`config.mk`:
```
export PLATFORM = sky130hd
export DESIGN_NAME = delta_timer_queue_unit
export DESIGN_NICKNAME = d
export VERILOG_FILES = /design/src/dtq_pkg.sv /design/src/delta_timer_queue_unit.sv
export SDC_FILE = /design/constraint.sdc
export NUM_CORES = 1
export LEC_CHECK = 0
export CORE_ASPECT_RATIO = 0.8
export CORE_MARGIN = 2
export CORE_UTILIZATION = 55
export DETAILED_ROUTE_END_ITERATION = 10
export DONT_BUFFER_PORTS = 1
export PLACE_DENSITY = 0.7
export REMOVE_ABC_BUFFERS = 1
export SLEW_MARGIN = 20
export SYNTH_ARGS = -nofsm -noshare
export SYNTH_HDL_FRONTEND = slang
export SYNTH_SLANG_ARGS = --single-unit
```
`constraint.sdc`:
```
create_clock -name i_clk -period 6.8 [get_ports i_clk]
set_input_delay 0.34 -clock i_clk [delete_from_list [all_inputs] [get_ports i_clk]]
set_output_delay 0.34 -clock i_clk [all_outputs]
set_load 0.01 [all_outputs]
```
`src/dtq_pkg.sv`:
```
// ----------------------------------------------------------------------------
// dtq_pkg: shared constants for the delta-list timer queue
// Command codes, result event codes and fixed field widths.
// ----------------------------------------------------------------------------
package dtq_pkg;

    localparam int DELAY_W = 32;
    localparam int TICK_W  = 32;
    localparam int EVENT_W = 2;

    typedef logic [EVENT_W-1:0] t_event;

    // command codes
    localparam logic CMD_TICK = 1'b0;
    localparam logic CMD_ADD  = 1'b1;

    // result event codes
    localparam t_event EV_ADD_OK = 2'd0;
    localparam t_event EV_REJECT = 2'd1;
    localparam t_event EV_TICK   = 2'd2;
    localparam t_event EV_WAKE   = 2'd3;

endpackage

```
`src/delta_timer_queue_unit.sv`:
```
// ----------------------------------------------------------------------------
// delta_timer_queue_unit: sleep-timer queue kept as a sorted delta list
// Adds insert a timer by delay, ticks age the head and wake expired entries.
// ----------------------------------------------------------------------------
// The queue holds up to TIMERS entries in a circular buffer RAM with one
// write and one registered read port; removal from the head only moves the
// head pointer. One beat is processed at a time and o_ready is high only
// while the sequencer is idle. An add walks the entries that expire before
// it, one RAM read per entry walked through the single read port; when it
// lands ahead of an existing entry it shortens that successor, primes the
// read and moves each later entry up a slot (one RAM read and one write
// each), then it inserts the new entry and gives the result. A full queue
// answers with a reject without touching the RAM. A tick on an empty queue
// gives its result without a RAM read; otherwise it ages the head entry,
// and each wake reads the next head entry to decide whether that wake is
// the last one. A result beat is held until i_ready takes it.
// ----------------------------------------------------------------------------
module delta_timer_queue_unit
    import dtq_pkg::*;
#(
    parameter int TIMERS       = 16,
    parameter int PROCESS_BITS = 6
) (
    input  logic                    i_clk,
    input  logic                    i_rst_n,
    // input channel
    input  logic                    i_valid,
    output logic                    o_ready,
    input  logic                    i_command,
    input  logic [PROCESS_BITS-1:0] i_process_id,
    input  logic [DELAY_W-1:0]      i_delay,
    // result channel
    output logic                    o_valid,
    input  logic                    i_ready,
    output logic [EVENT_W-1:0]      o_event_res,
    output logic [PROCESS_BITS-1:0] o_woken_id,
    output logic [TICK_W-1:0]       o_tick_count,
    output logic                    o_last
);

    localparam int IDXW = (TIMERS > 1) ? $clog2(TIMERS) : 1;
    localparam int CNTW = $clog2(TIMERS + 1);
    localparam int SUMW = CNTW + 1;
    localparam int MW   = PROCESS_BITS + DELAY_W;

    // sequencer states
    localparam logic [3:0] S_IDLE  = 4'd0;
    localparam logic [3:0] S_WALK  = 4'd1;
    localparam logic [3:0] S_SHRD  = 4'd2;
    localparam logic [3:0] S_SHWR  = 4'd3;
    localparam logic [3:0] S_INS   = 4'd4;
    localparam logic [3:0] S_TDEC  = 4'd5;
    localparam logic [3:0] S_TCHK  = 4'd6;
    localparam logic [3:0] S_TNEXT = 4'd7;
    localparam logic [3:0] S_OUT   = 4'd8;

    // map a list position to a RAM address
    function automatic logic [IDXW-1:0] f_phys(input logic [IDXW-1:0] head,
                                               input logic [CNTW-1:0] off);
        logic [SUMW-1:0] s;
        s = SUMW'(head) + SUMW'(off);
        if (s >= SUMW'(TIMERS)) begin
            s = s - SUMW'(TIMERS);
        end
        return s[IDXW-1:0];
    endfunction

    // control registers
    logic [3:0]              r_state, n_state;
    logic [CNTW-1:0]         r_cnt, n_cnt;
    logic [IDXW-1:0]         r_head, n_head;
    logic [TICK_W-1:0]       r_tick, n_tick;
    logic                    r_ov, n_ov;
    logic                    r_cont, n_cont;
    // working and payload registers
    logic [CNTW-1:0]         r_pos, n_pos;
    logic [CNTW-1:0]         r_idx, n_idx;
    logic [DELAY_W-1:0]      r_rem, n_rem;
    logic [PROCESS_BITS-1:0] r_id, n_id;
    logic [PROCESS_BITS-1:0] r_pend, n_pend;
    t_event                  r_oev, n_oev;
    logic [PROCESS_BITS-1:0] r_oid, n_oid;
    logic                    r_olast, n_olast;

    // list RAM
    logic [MW-1:0]           r_mem [TIMERS];
    logic [MW-1:0]           r_rd;
    logic                    mem_we;
    logic [IDXW-1:0]         mem_wa;
    logic [MW-1:0]           mem_wd;
    logic [IDXW-1:0]         mem_ra;

    logic [DELAY_W-1:0]      rd_delta;
    logic [PROCESS_BITS-1:0] rd_owner;
    logic [DELAY_W:0]        rem_minus_d;
    logic [DELAY_W-1:0]      d_minus_rem;
    logic [DELAY_W-1:0]      dec_delta;
    logic                    walk_on;
    logic [IDXW-1:0]         head_inc;

    assign rd_delta    = r_rd[DELAY_W-1:0];
    assign rd_owner    = r_rd[MW-1:DELAY_W];
    assign rem_minus_d = {1'b0, r_rem} - {1'b0, rd_delta};
    assign d_minus_rem = rd_delta - r_rem;
    assign dec_delta   = rd_delta - 1'b1;
    assign walk_on     = !rem_minus_d[DELAY_W] && (rem_minus_d[DELAY_W-1:0] != '0);
    assign head_inc    = (r_head == IDXW'(TIMERS - 1)) ? '0 : r_head + 1'b1;

    // sequencer
    always_comb begin
        n_state = r_state;
        n_cnt   = r_cnt;
        n_head  = r_head;
        n_tick  = r_tick;
        n_ov    = r_ov;
        n_cont  = r_cont;
        n_pos   = r_pos;
        n_idx   = r_idx;
        n_rem   = r_rem;
        n_id    = r_id;
        n_pend  = r_pend;
        n_oev   = r_oev;
        n_oid   = r_oid;
        n_olast = r_olast;
        mem_we  = 1'b0;
        mem_wa  = f_phys(r_head, r_pos);
        mem_wd  = {r_id, r_rem};
        mem_ra  = r_head;

        unique case (r_state)
            S_IDLE: begin
                if (i_valid) begin
                    if (i_command == CMD_ADD) begin
                        if (r_cnt == CNTW'(TIMERS)) begin
                            n_ov    = 1'b1;
                            n_oev   = EV_REJECT;
                            n_oid   = '0;
                            n_olast = 1'b1;
                            n_cont  = 1'b0;
                            n_state = S_OUT;
                        end else begin
                            n_id  = i_process_id;
                            n_rem = (i_delay == '0) ? DELAY_W'(1) : i_delay;
                            n_pos = '0;
                            if (r_cnt == '0) begin
                                n_state = S_INS;
                            end else begin
                                mem_ra  = r_head;
                                n_state = S_WALK;
                            end
                        end
                    end else begin
                        n_tick = r_tick + 1'b1;
                        if (r_cnt == '0) begin
                            n_ov    = 1'b1;
                            n_oev   = EV_TICK;
                            n_oid   = '0;
                            n_olast = 1'b1;
                            n_cont  = 1'b0;
                            n_state = S_OUT;
                        end else begin
                            mem_ra  = r_head;
                            n_state = S_TDEC;
                        end
                    end
                end
            end
            // walk the list while the running remainder exceeds the entry delta
            S_WALK: begin
                if (walk_on) begin
                    n_rem = rem_minus_d[DELAY_W-1:0];
                    n_pos = r_pos + 1'b1;
                    if (r_pos + 1'b1 == r_cnt) begin
                        n_state = S_INS;
                    end else begin
                        mem_ra = f_phys(r_head, r_pos + 1'b1);
                    end
                end else begin
                    // shorten the successor by the new entry's remainder
                    mem_we  = 1'b1;
                    mem_wa  = f_phys(r_head, r_pos);
                    mem_wd  = {rd_owner, d_minus_rem};
                    n_idx   = r_cnt;
                    n_state = S_SHRD;
                end
            end
            S_SHRD: begin
                mem_ra  = f_phys(r_head, r_idx - 1'b1);
                n_state = S_SHWR;
            end
            // move entries up one slot, reading the next while writing this one
            S_SHWR: begin
                mem_we = 1'b1;
                mem_wa = f_phys(r_head, r_idx);
                mem_wd = r_rd;
                n_idx  = r_idx - 1'b1;
                if (r_idx - 1'b1 > r_pos) begin
                    mem_ra = f_phys(r_head, r_idx - 2'd2);
                end else begin
                    n_state = S_INS;
                end
            end
            S_INS: begin
                mem_we  = 1'b1;
                mem_wa  = f_phys(r_head, r_pos);
                mem_wd  = {r_id, r_rem};
                n_cnt   = r_cnt + 1'b1;
                n_ov    = 1'b1;
                n_oev   = EV_ADD_OK;
                n_oid   = '0;
                n_olast = 1'b1;
                n_cont  = 1'b0;
                n_state = S_OUT;
            end
            // age the head entry
            S_TDEC: begin
                mem_we = 1'b1;
                mem_wa = r_head;
                mem_wd = {rd_owner, dec_delta};
                if (dec_delta != '0) begin
                    n_ov    = 1'b1;
                    n_oev   = EV_TICK;
                    n_oid   = '0;
                    n_olast = 1'b1;
                    n_cont  = 1'b0;
                    n_state = S_OUT;
                end else begin
                    n_pend = rd_owner;
                    n_head = head_inc;
                    n_cnt  = r_cnt - 1'b1;
                    if (r_cnt == CNTW'(1)) begin
                        n_ov    = 1'b1;
                        n_oev   = EV_WAKE;
                        n_oid   = rd_owner;
                        n_olast = 1'b1;
                        n_cont  = 1'b0;
                        n_state = S_OUT;
                    end else begin
                        mem_ra  = head_inc;
                        n_state = S_TCHK;
                    end
                end
            end
            // peek the new head to tell whether the pending wake is the last
            S_TCHK: begin
                n_ov  = 1'b1;
                n_oev = EV_WAKE;
                n_oid = r_pend;
                n_state = S_OUT;
                if (rd_delta == '0) begin
                    n_olast = 1'b0;
                    n_cont  = 1'b1;
                    n_pend  = rd_owner;
                    n_head  = head_inc;
                    n_cnt   = r_cnt - 1'b1;
                end else begin
                    n_olast = 1'b1;
                    n_cont  = 1'b0;
                end
            end
            S_TNEXT: begin
                if (r_cnt == '0) begin
                    n_ov    = 1'b1;
                    n_oev   = EV_WAKE;
                    n_oid   = r_pend;
                    n_olast = 1'b1;
                    n_cont  = 1'b0;
                    n_state = S_OUT;
                end else begin
                    mem_ra  = r_head;
                    n_state = S_TCHK;
                end
            end
            // hold the result beat until taken
            S_OUT: begin
                if (i_ready) begin
                    n_ov    = 1'b0;
                    n_state = r_cont ? S_TNEXT : S_IDLE;
                end
            end
            default: begin
                n_state = S_IDLE;
                n_ov    = 1'b0;
            end
        endcase
    end

    // control state
    always_ff @(posedge i_clk) begin
        if (!i_rst_n) begin
            r_state <= S_IDLE;
            r_cnt   <= '0;
            r_head  <= '0;
            r_tick  <= '0;
            r_ov    <= 1'b0;
            r_cont  <= 1'b0;
        end else begin
            r_state <= n_state;
            r_cnt   <= n_cnt;
            r_head  <= n_head;
            r_tick  <= n_tick;
            r_ov    <= n_ov;
            r_cont  <= n_cont;
        end
    end

    // working and payload registers
    always_ff @(posedge i_clk) begin
        r_pos   <= n_pos;
        r_idx   <= n_idx;
        r_rem   <= n_rem;
        r_id    <= n_id;
        r_pend  <= n_pend;
        r_oev   <= n_oev;
        r_oid   <= n_oid;
        r_olast <= n_olast;
    end

    // list RAM with registered read
    always_ff @(posedge i_clk) begin
        if (mem_we) begin
            r_mem[mem_wa] <= mem_wd;
        end
        r_rd <= r_mem[mem_ra];
    end

    assign o_ready      = (r_state == S_IDLE);
    assign o_valid      = r_ov;
    assign o_event_res  = r_oev;
    assign o_woken_id   = r_oid;
    assign o_tick_count = r_tick;
    assign o_last       = r_olast;

    // a full queue must answer the add with a reject
    a_full_reject: assert property (@(posedge i_clk) disable iff (!i_rst_n)
        (i_valid && o_ready && i_command == CMD_ADD && r_cnt == CNTW'(TIMERS))
        |=> (o_valid && o_event_res == EV_REJECT && o_last))
        else $error("full queue did not reject add");

    // entry count never exceeds the capacity
    a_cnt_range: assert property (@(posedge i_clk) disable iff (!i_rst_n)
        r_cnt <= CNTW'(TIMERS))
        else $error("entry count above capacity");

    // the tick counter moves only on an accepted tick
    a_tick_hold: assert property (@(posedge i_clk) disable iff (!i_rst_n)
        (!(i_valid && o_ready && i_command == CMD_TICK)) |=> $stable(r_tick))
        else $error("tick counter moved without a tick");

    // an accepted add leaves at least one entry
    a_add_nonempty: assert property (@(posedge i_clk) disable iff (!i_rst_n)
        (o_valid && o_event_res == EV_ADD_OK) |-> (r_cnt != '0))
        else $error("accepted add left the queue empty");

    // a wake that is not the last is followed by another wake
    a_wake_chain: assert property (@(posedge i_clk) disable iff (!i_rst_n)
        (o_valid && i_ready && o_event_res == EV_WAKE && !o_last)
        |=> (r_state == S_TNEXT))
        else $error("wake chain broken");

endmodule

```
==> run metrics, run 1 <==
Place WS 0.4109 ns; largest family of logic cells by synthesized area compound AO/OA/AOI/OAI gates; Final Setup Violations 0; Total Power 17.44 mW; Max Fclk 155.3 MHz; Req. time, crit path 7.33 ns; CP startpoint kind flip-flop; GR Util All Layers 0.2828; maxcap violations 0; PwrDens 425.5 nW/um2; Root Driver clkbuf_16; vias in the first global route 24008; Tightest Hold Check Type input pin to flip-flop; Unique masters post-synth 79; DRT Wirelength 98870 um; RSZ-0062 raised after global routing no; crit path DAT 6.97 ns; placed cell area 38080 um2; Vias 25095; ys flop type edfxtp_1; Setup WS post-layout 0.3603 ns; Core Region 65900 um2; Overflow after GRT 0; Row Count 84; Slew Viols, Final 0; final net count 3143; DRT iter0 DRCs 2819; residual DRC count 0; share of layout cells above drive strength 1 0.1113; htree depth 3; Max VDD drop 244.3 uV; 1st-pass router iterations 5; Mapped Area 36720 um2; worst setup path class flip-flop to flip-flop; CTS tree yes; GPL Wtd Cong 0.9426; FF+latch count, synth 756; complex-gate fraction of the synthesized area 0.1333; post-layout instance area 40980 um2; simple-gate area share of the yosys netlist 0.08898; R2R depth 20; Avg Inst Size Synth 12.33 um2; Hold Vio Cnt, Final 0; Finished Core Util 0.6219; Critical Path End Type flip-flop; Port-buffer cells 0; first-pass GRT wire length 148100 um; largest net degree at the start of global routing 87; sequential area share after synthesis 0.5951; mux cell area share after synthesis 0.09013; overall die height 235.1 um; Fillers 4984; Post-DP HPWL 62030 um; outcome finished, final reports clean; per-cell routed wire length 25.20 um; routed vias/inst 6.395; clk_lat worst skew 0.65 ns; Post-synth EDFFs 671; crit-path max FO 39; async set-reset flop share out of synthesis 0; cells after synthesis 2979; cts bufs inserted 74; Hold Path Depth 3; Clock transition at path regs 0.06 ns; min Tclk post-route 6.440 ns; adder-cell area share of the yosys netlist 0.03462; Post-Synth XOR/XNOR Area 0.02314; clk buf depth 3; Max Clock Skew 0.03515 ns; Initial Util 0.5572; yosys warns 0; leakage power 15.72 nW; DIE AREA 68850 um2; remaining antenna violation count after routing 0; die width 292.9 um; initial antenna violation count 3; io pins 86; Worst slew margin 0.2958; clk sink count 756; final period utilization 0.9470; Hold WS 0.03204 ns; Worst-Margin Slew 1.056 ns; Layout Area Growth over Synthesis 11.62%
[what timing repair did]
| item | 4_1_cts | 5_1_grt |
|---|---|---|
| hold buffers | 36 | 0 |
| endpoints found under the setup margin | 0 | 1 |
| resized for setup | 0 | 4 |
| buffers inserted | 0 | 0 |
| endpoints found under the hold margin | 81 | 0 |
[area by class of cell]
cell class              count  area (um2)  area share
repair buffers            121        1296     0.03163
multi-input cells        1939       13840      0.3378
inverters                 110       412.9     0.01007
well taps                 860        1076     0.02625
diodes                      1       2.502  0.00006106
clock buffers              98        2012     0.04909
clock inverters            39       489.2     0.01194
flip-flops and latches    756       21850      0.5332
[placed cells by master (no fill, tap or decap), drive strengths merged, types with 24 or more instances in the layout]
master       count
dlygate4sd3     35
nand4           30
xnor2           73
clkinv          24
a221o           48
inv            116
a21oi          219
mux2            85
edfxtp         671
clkbuf          98
nor2           152
nand2          232
ha              92
dfxtp           85
and2            39
buf             86
nor3            45
a22oi           78
nor4            24
a21o            40
mux2i          235
xor2            24
o22ai           44
nand3           38
o21ai          146
[power by group]
part           switching (mW)  internal, mW
Clock                    1.81          2.36
Combinational            4.44          2.43
Sequential              0.483          5.92
Total                    6.73          10.7
[critical path, cell delays in order (launching register included)]
cell and delay [ns]:
edfxtp_1 0.38, inv_1 0.06, ha_1 0.58, a21oi_1 0.16, o21ai_0 0.57, a221oi_1 0.26
a21o_1 0.24, a2111oi_0 0.67, buf_4 0.23, o31a_1 0.15, o2111a_1 0.20, and4_1 0.46
nor3_1 0.10, buf_4 0.21, o21ai_0 0.33, o2bb2ai_4 0.25, buf_12 0.28, buf_12 0.27
mux2_2 0.38, o22ai_1 0.20, a221o_1 0.29
[flip-flops by register name, indices dropped and copies added (netlist names)]
| register | flops |
|---|---|
| o_tick_count | 32 |
| o_event_res | 2 |
| r_idx | 5 |
| r_id | 6 |
| r_cnt | 5 |
| o_woken_id | 6 |
| o_last | 1 |
| r_pos | 5 |
| r_state | 4 |
| r_pend | 6 |
| r_cont | 1 |
| o_valid | 1 |
| r_mem | 608 |
| r_rd | 38 |
| r_head | 4 |
| r_rem | 32 |
[final timing paths]
check	start	slack [ns]	to
max	r_rem[8]	0.36	r_rd[5]
min	i_command	0.03	o_valid
max reg2reg	r_rem[8]	0.36	r_rd[5]
min reg2reg	r_cont	0.46	r_cont
[cell families after synthesis]
kind of cell / after synthesis
adders and majority gates: 98
and+or+nand+nor: 676
AOI/OAI and AO/OA: 747
xor gates and xnor gates: 97
buffers and inverters: 285
muxes: 320
DFF: 756
[metal layers]
layer / global-route usage / wire (um) / vias up
li1: - / - / 11374
met1: 0.4223 / 43410 / 12432
met2: 0.4217 / 43370 / 1135
met3: 0.05863 / 9663 / 154
met4: 0.07584 / 2432 / 0
met5: 0 / 0 / -
[cell usage after synthesis (40+ instances only)]
master    instances  area share
nor2_1          152       0.016
nor3_1           43      0.0059
clkbuf_1         95      0.0097
dfxtp_1          85       0.046
ha_1             92       0.031
buf_2            46      0.0063
o22ai_1          43      0.0073
o21ai_0         141       0.019
xnor2_1          73       0.017
mux2_2           85       0.026
inv_1           110       0.011
a22oi_1          78       0.016
a221o_1          48       0.013
a21oi_1         218       0.030
edfxtp_1        671        0.55
mux2i_1         235       0.064
nand2_1         232       0.024
a21o_1           40      0.0082
[per-stage QoR]
step | std cells | setup TNS, ns
after global routing | 3923 | 0
after global placement | 3747 | 0
after detailed placement | 3749 | 0
final | 3924 | 0
after floorplan | 2804 | -542.10
after CTS | 3922 | 0
(Power assumes the default switching activity.)
==> run 2: changes to the inputs <==
HOLD_SLACK_MARGIN = 0.15   (was unset)
==> run metrics, run 2 (same netlist as run 1, synthesis figures left out) <==
routed vias/inst 6.407; commonest non-fill, non-tap cell in the layout edfxtp_1; Largest register FFs 608; Max Fclk 156.5 MHz; met2 Usage GRT 0.4227; Core Region 65900 um2; met3 Use GR 0.05853; Cells after DPL 3749; most frequent cells in the layout edfxtp_1, mux2i_1, nand2_1; Row Count 84; Initial Util 0.5572; Max VDD drop 245.0 uV; largest net degree at the start of global routing 87; Vias 25199; clk buf depth 3; Root Driver clkbuf_16; vias in the first global route 24099; Clock transition at path regs 0.07 ns; per-cell routed wire length 25.24 um; Fillers 4977; clk_lat worst skew 0.65 ns; clk sink count 756; residual DRC count 0; Req. time, crit path 7.37 ns; RSZ-0062 raised after global routing no; Worst-Margin Slew 1.060 ns; die width 292.9 um; Top reg by flops r_mem; Tightest Hold Check Type input pin to flip-flop; Finished Core Util 0.6233; overall die height 235.1 um; Port-buffer cells 0; # Post-CTS Setup Buffers 0; maxcap violations 0; DIE AREA 68850 um2; share of layout cells above drive strength 1 0.1110; FF+latch area 21850 um2; gr busiest metal met1; M1 GR Usage 0.4231; crit-path max FO 47; Worst slew margin 0.2932; leakage power 15.76 nW; DRT Wirelength 99260 um; Non-Filler Instances 3933; outcome finished, final reports clean; io pins 86; Slew Viols, Final 0; PwrDens 425.0 nW/um2; Critical Path End Type flip-flop; htree depth 3; Max Clock Skew 0.03816 ns; Post-DP HPWL 62030 um; cts bufs inserted 74; Final Setup Violations 0; largest registers r_mem: 608 flops, r_rd: 38 flops; DRT iter0 DRCs 2731; final period utilization 0.9395; GR Util All Layers 0.2834; CTS tree yes; Hold Vio Cnt, Final 0; Layout Area Growth over Synthesis 11.87%; first-pass GRT wire length 148400 um; CP startpoint kind flip-flop; Overflow after GRT 0; remaining antenna violation count after routing 0; worst setup path class flip-flop to flip-flop; min Tclk post-route 6.389 ns; final net count 3152; 1st-pass router iterations 6; area of the multi-input gates 13840 um2; initial antenna violation count 3; crit path DAT 6.96 ns; GPL Wtd Cong 0.9426
run 2: layout make-up:
cell class / instances / area share
diodes: 1 / 0.00006092
clock buffers: 98 / 0.04898
clock inverters: 39 / 0.01191
inverters: 110 / 0.01005
multi-input cells: 1939 / 0.3371
flip-flops and latches: 756 / 0.5320
well taps: 860 / 0.02620
repair buffers: 130 / 0.03375
run 2: critical path, stage by stage, from the launching register on:
cell       delay, ns
dfxtp_1         0.40
ha_1            0.63
a21oi_1         0.16
o21ai_0         0.57
a221oi_1        0.26
a21o_1          0.24
a2111oi_0       0.63
buf_4           0.22
o31a_1          0.15
o2111a_1        0.20
and4_1          0.47
nor3_1          0.10
buf_4           0.21
a311oi_4        0.34
buf_12          0.22
buf_12          0.29
mux2i_1         0.12
mux2_2          0.28
o22ai_1         0.52
a221o_1         0.21
run 2: where the power goes:
group          total, mW  internal [mW]  switching [mW]  leakage, nW
sequential          6.40           5.92           0.484         6.75
combinational       6.89           2.44            4.45         7.79
clock               4.16           2.36            1.80         1.22
run 2: final timing paths:
path	start	endpoint	slack, ns	depth (start not counted)
setup / recovery	r_rd[8]	r_rd[21]	0.41	19
setup reg to reg	r_rd[8]	r_rd[21]	0.41	19
hold reg to reg	r_cont	r_cont	0.47	2
hold / removal	i_valid	r_state[2]	0.25	4
run 2: what timing repair did:
action / 4_1_cts / 5_1_grt
gates resized for setup: 0 / 4
setup endpoints to repair: 0 / 1
hold buffers: 45 / 0
endpoints found under the hold margin: 93 / 0
run 2: per-stage QoR:
stage / instance area [um2] / total power [mW] / hold slack, ns / setup TNS, ns / setup slack (ns)
4_1_cts: 41040 / 17.33 / 0.1879 / 0 / 0.3940
3_5_place_dp: 38080 / 13.12 / 0.4389 / 0 / 0.4109
3_3_place_gp: 38050 / 13.00 / 0.4389 / 0 / 0.4020
5_1_grt: 41070 / 18.26 / 0.2549 / 0 / 0.08130
2_1_floorplan: 35860 / 11.40 / 0.4267 / -542.10 / -13.98
6_report: 41070 / 17.45 / 0.2527 / 0 / 0.4113
run 2: routing by layer:
layer	vias up	routed length (um)
met1	12545	44140
met4	0	2304
li1	11404	-
met2	1108	43480
met3	142	9334
met5	-	0
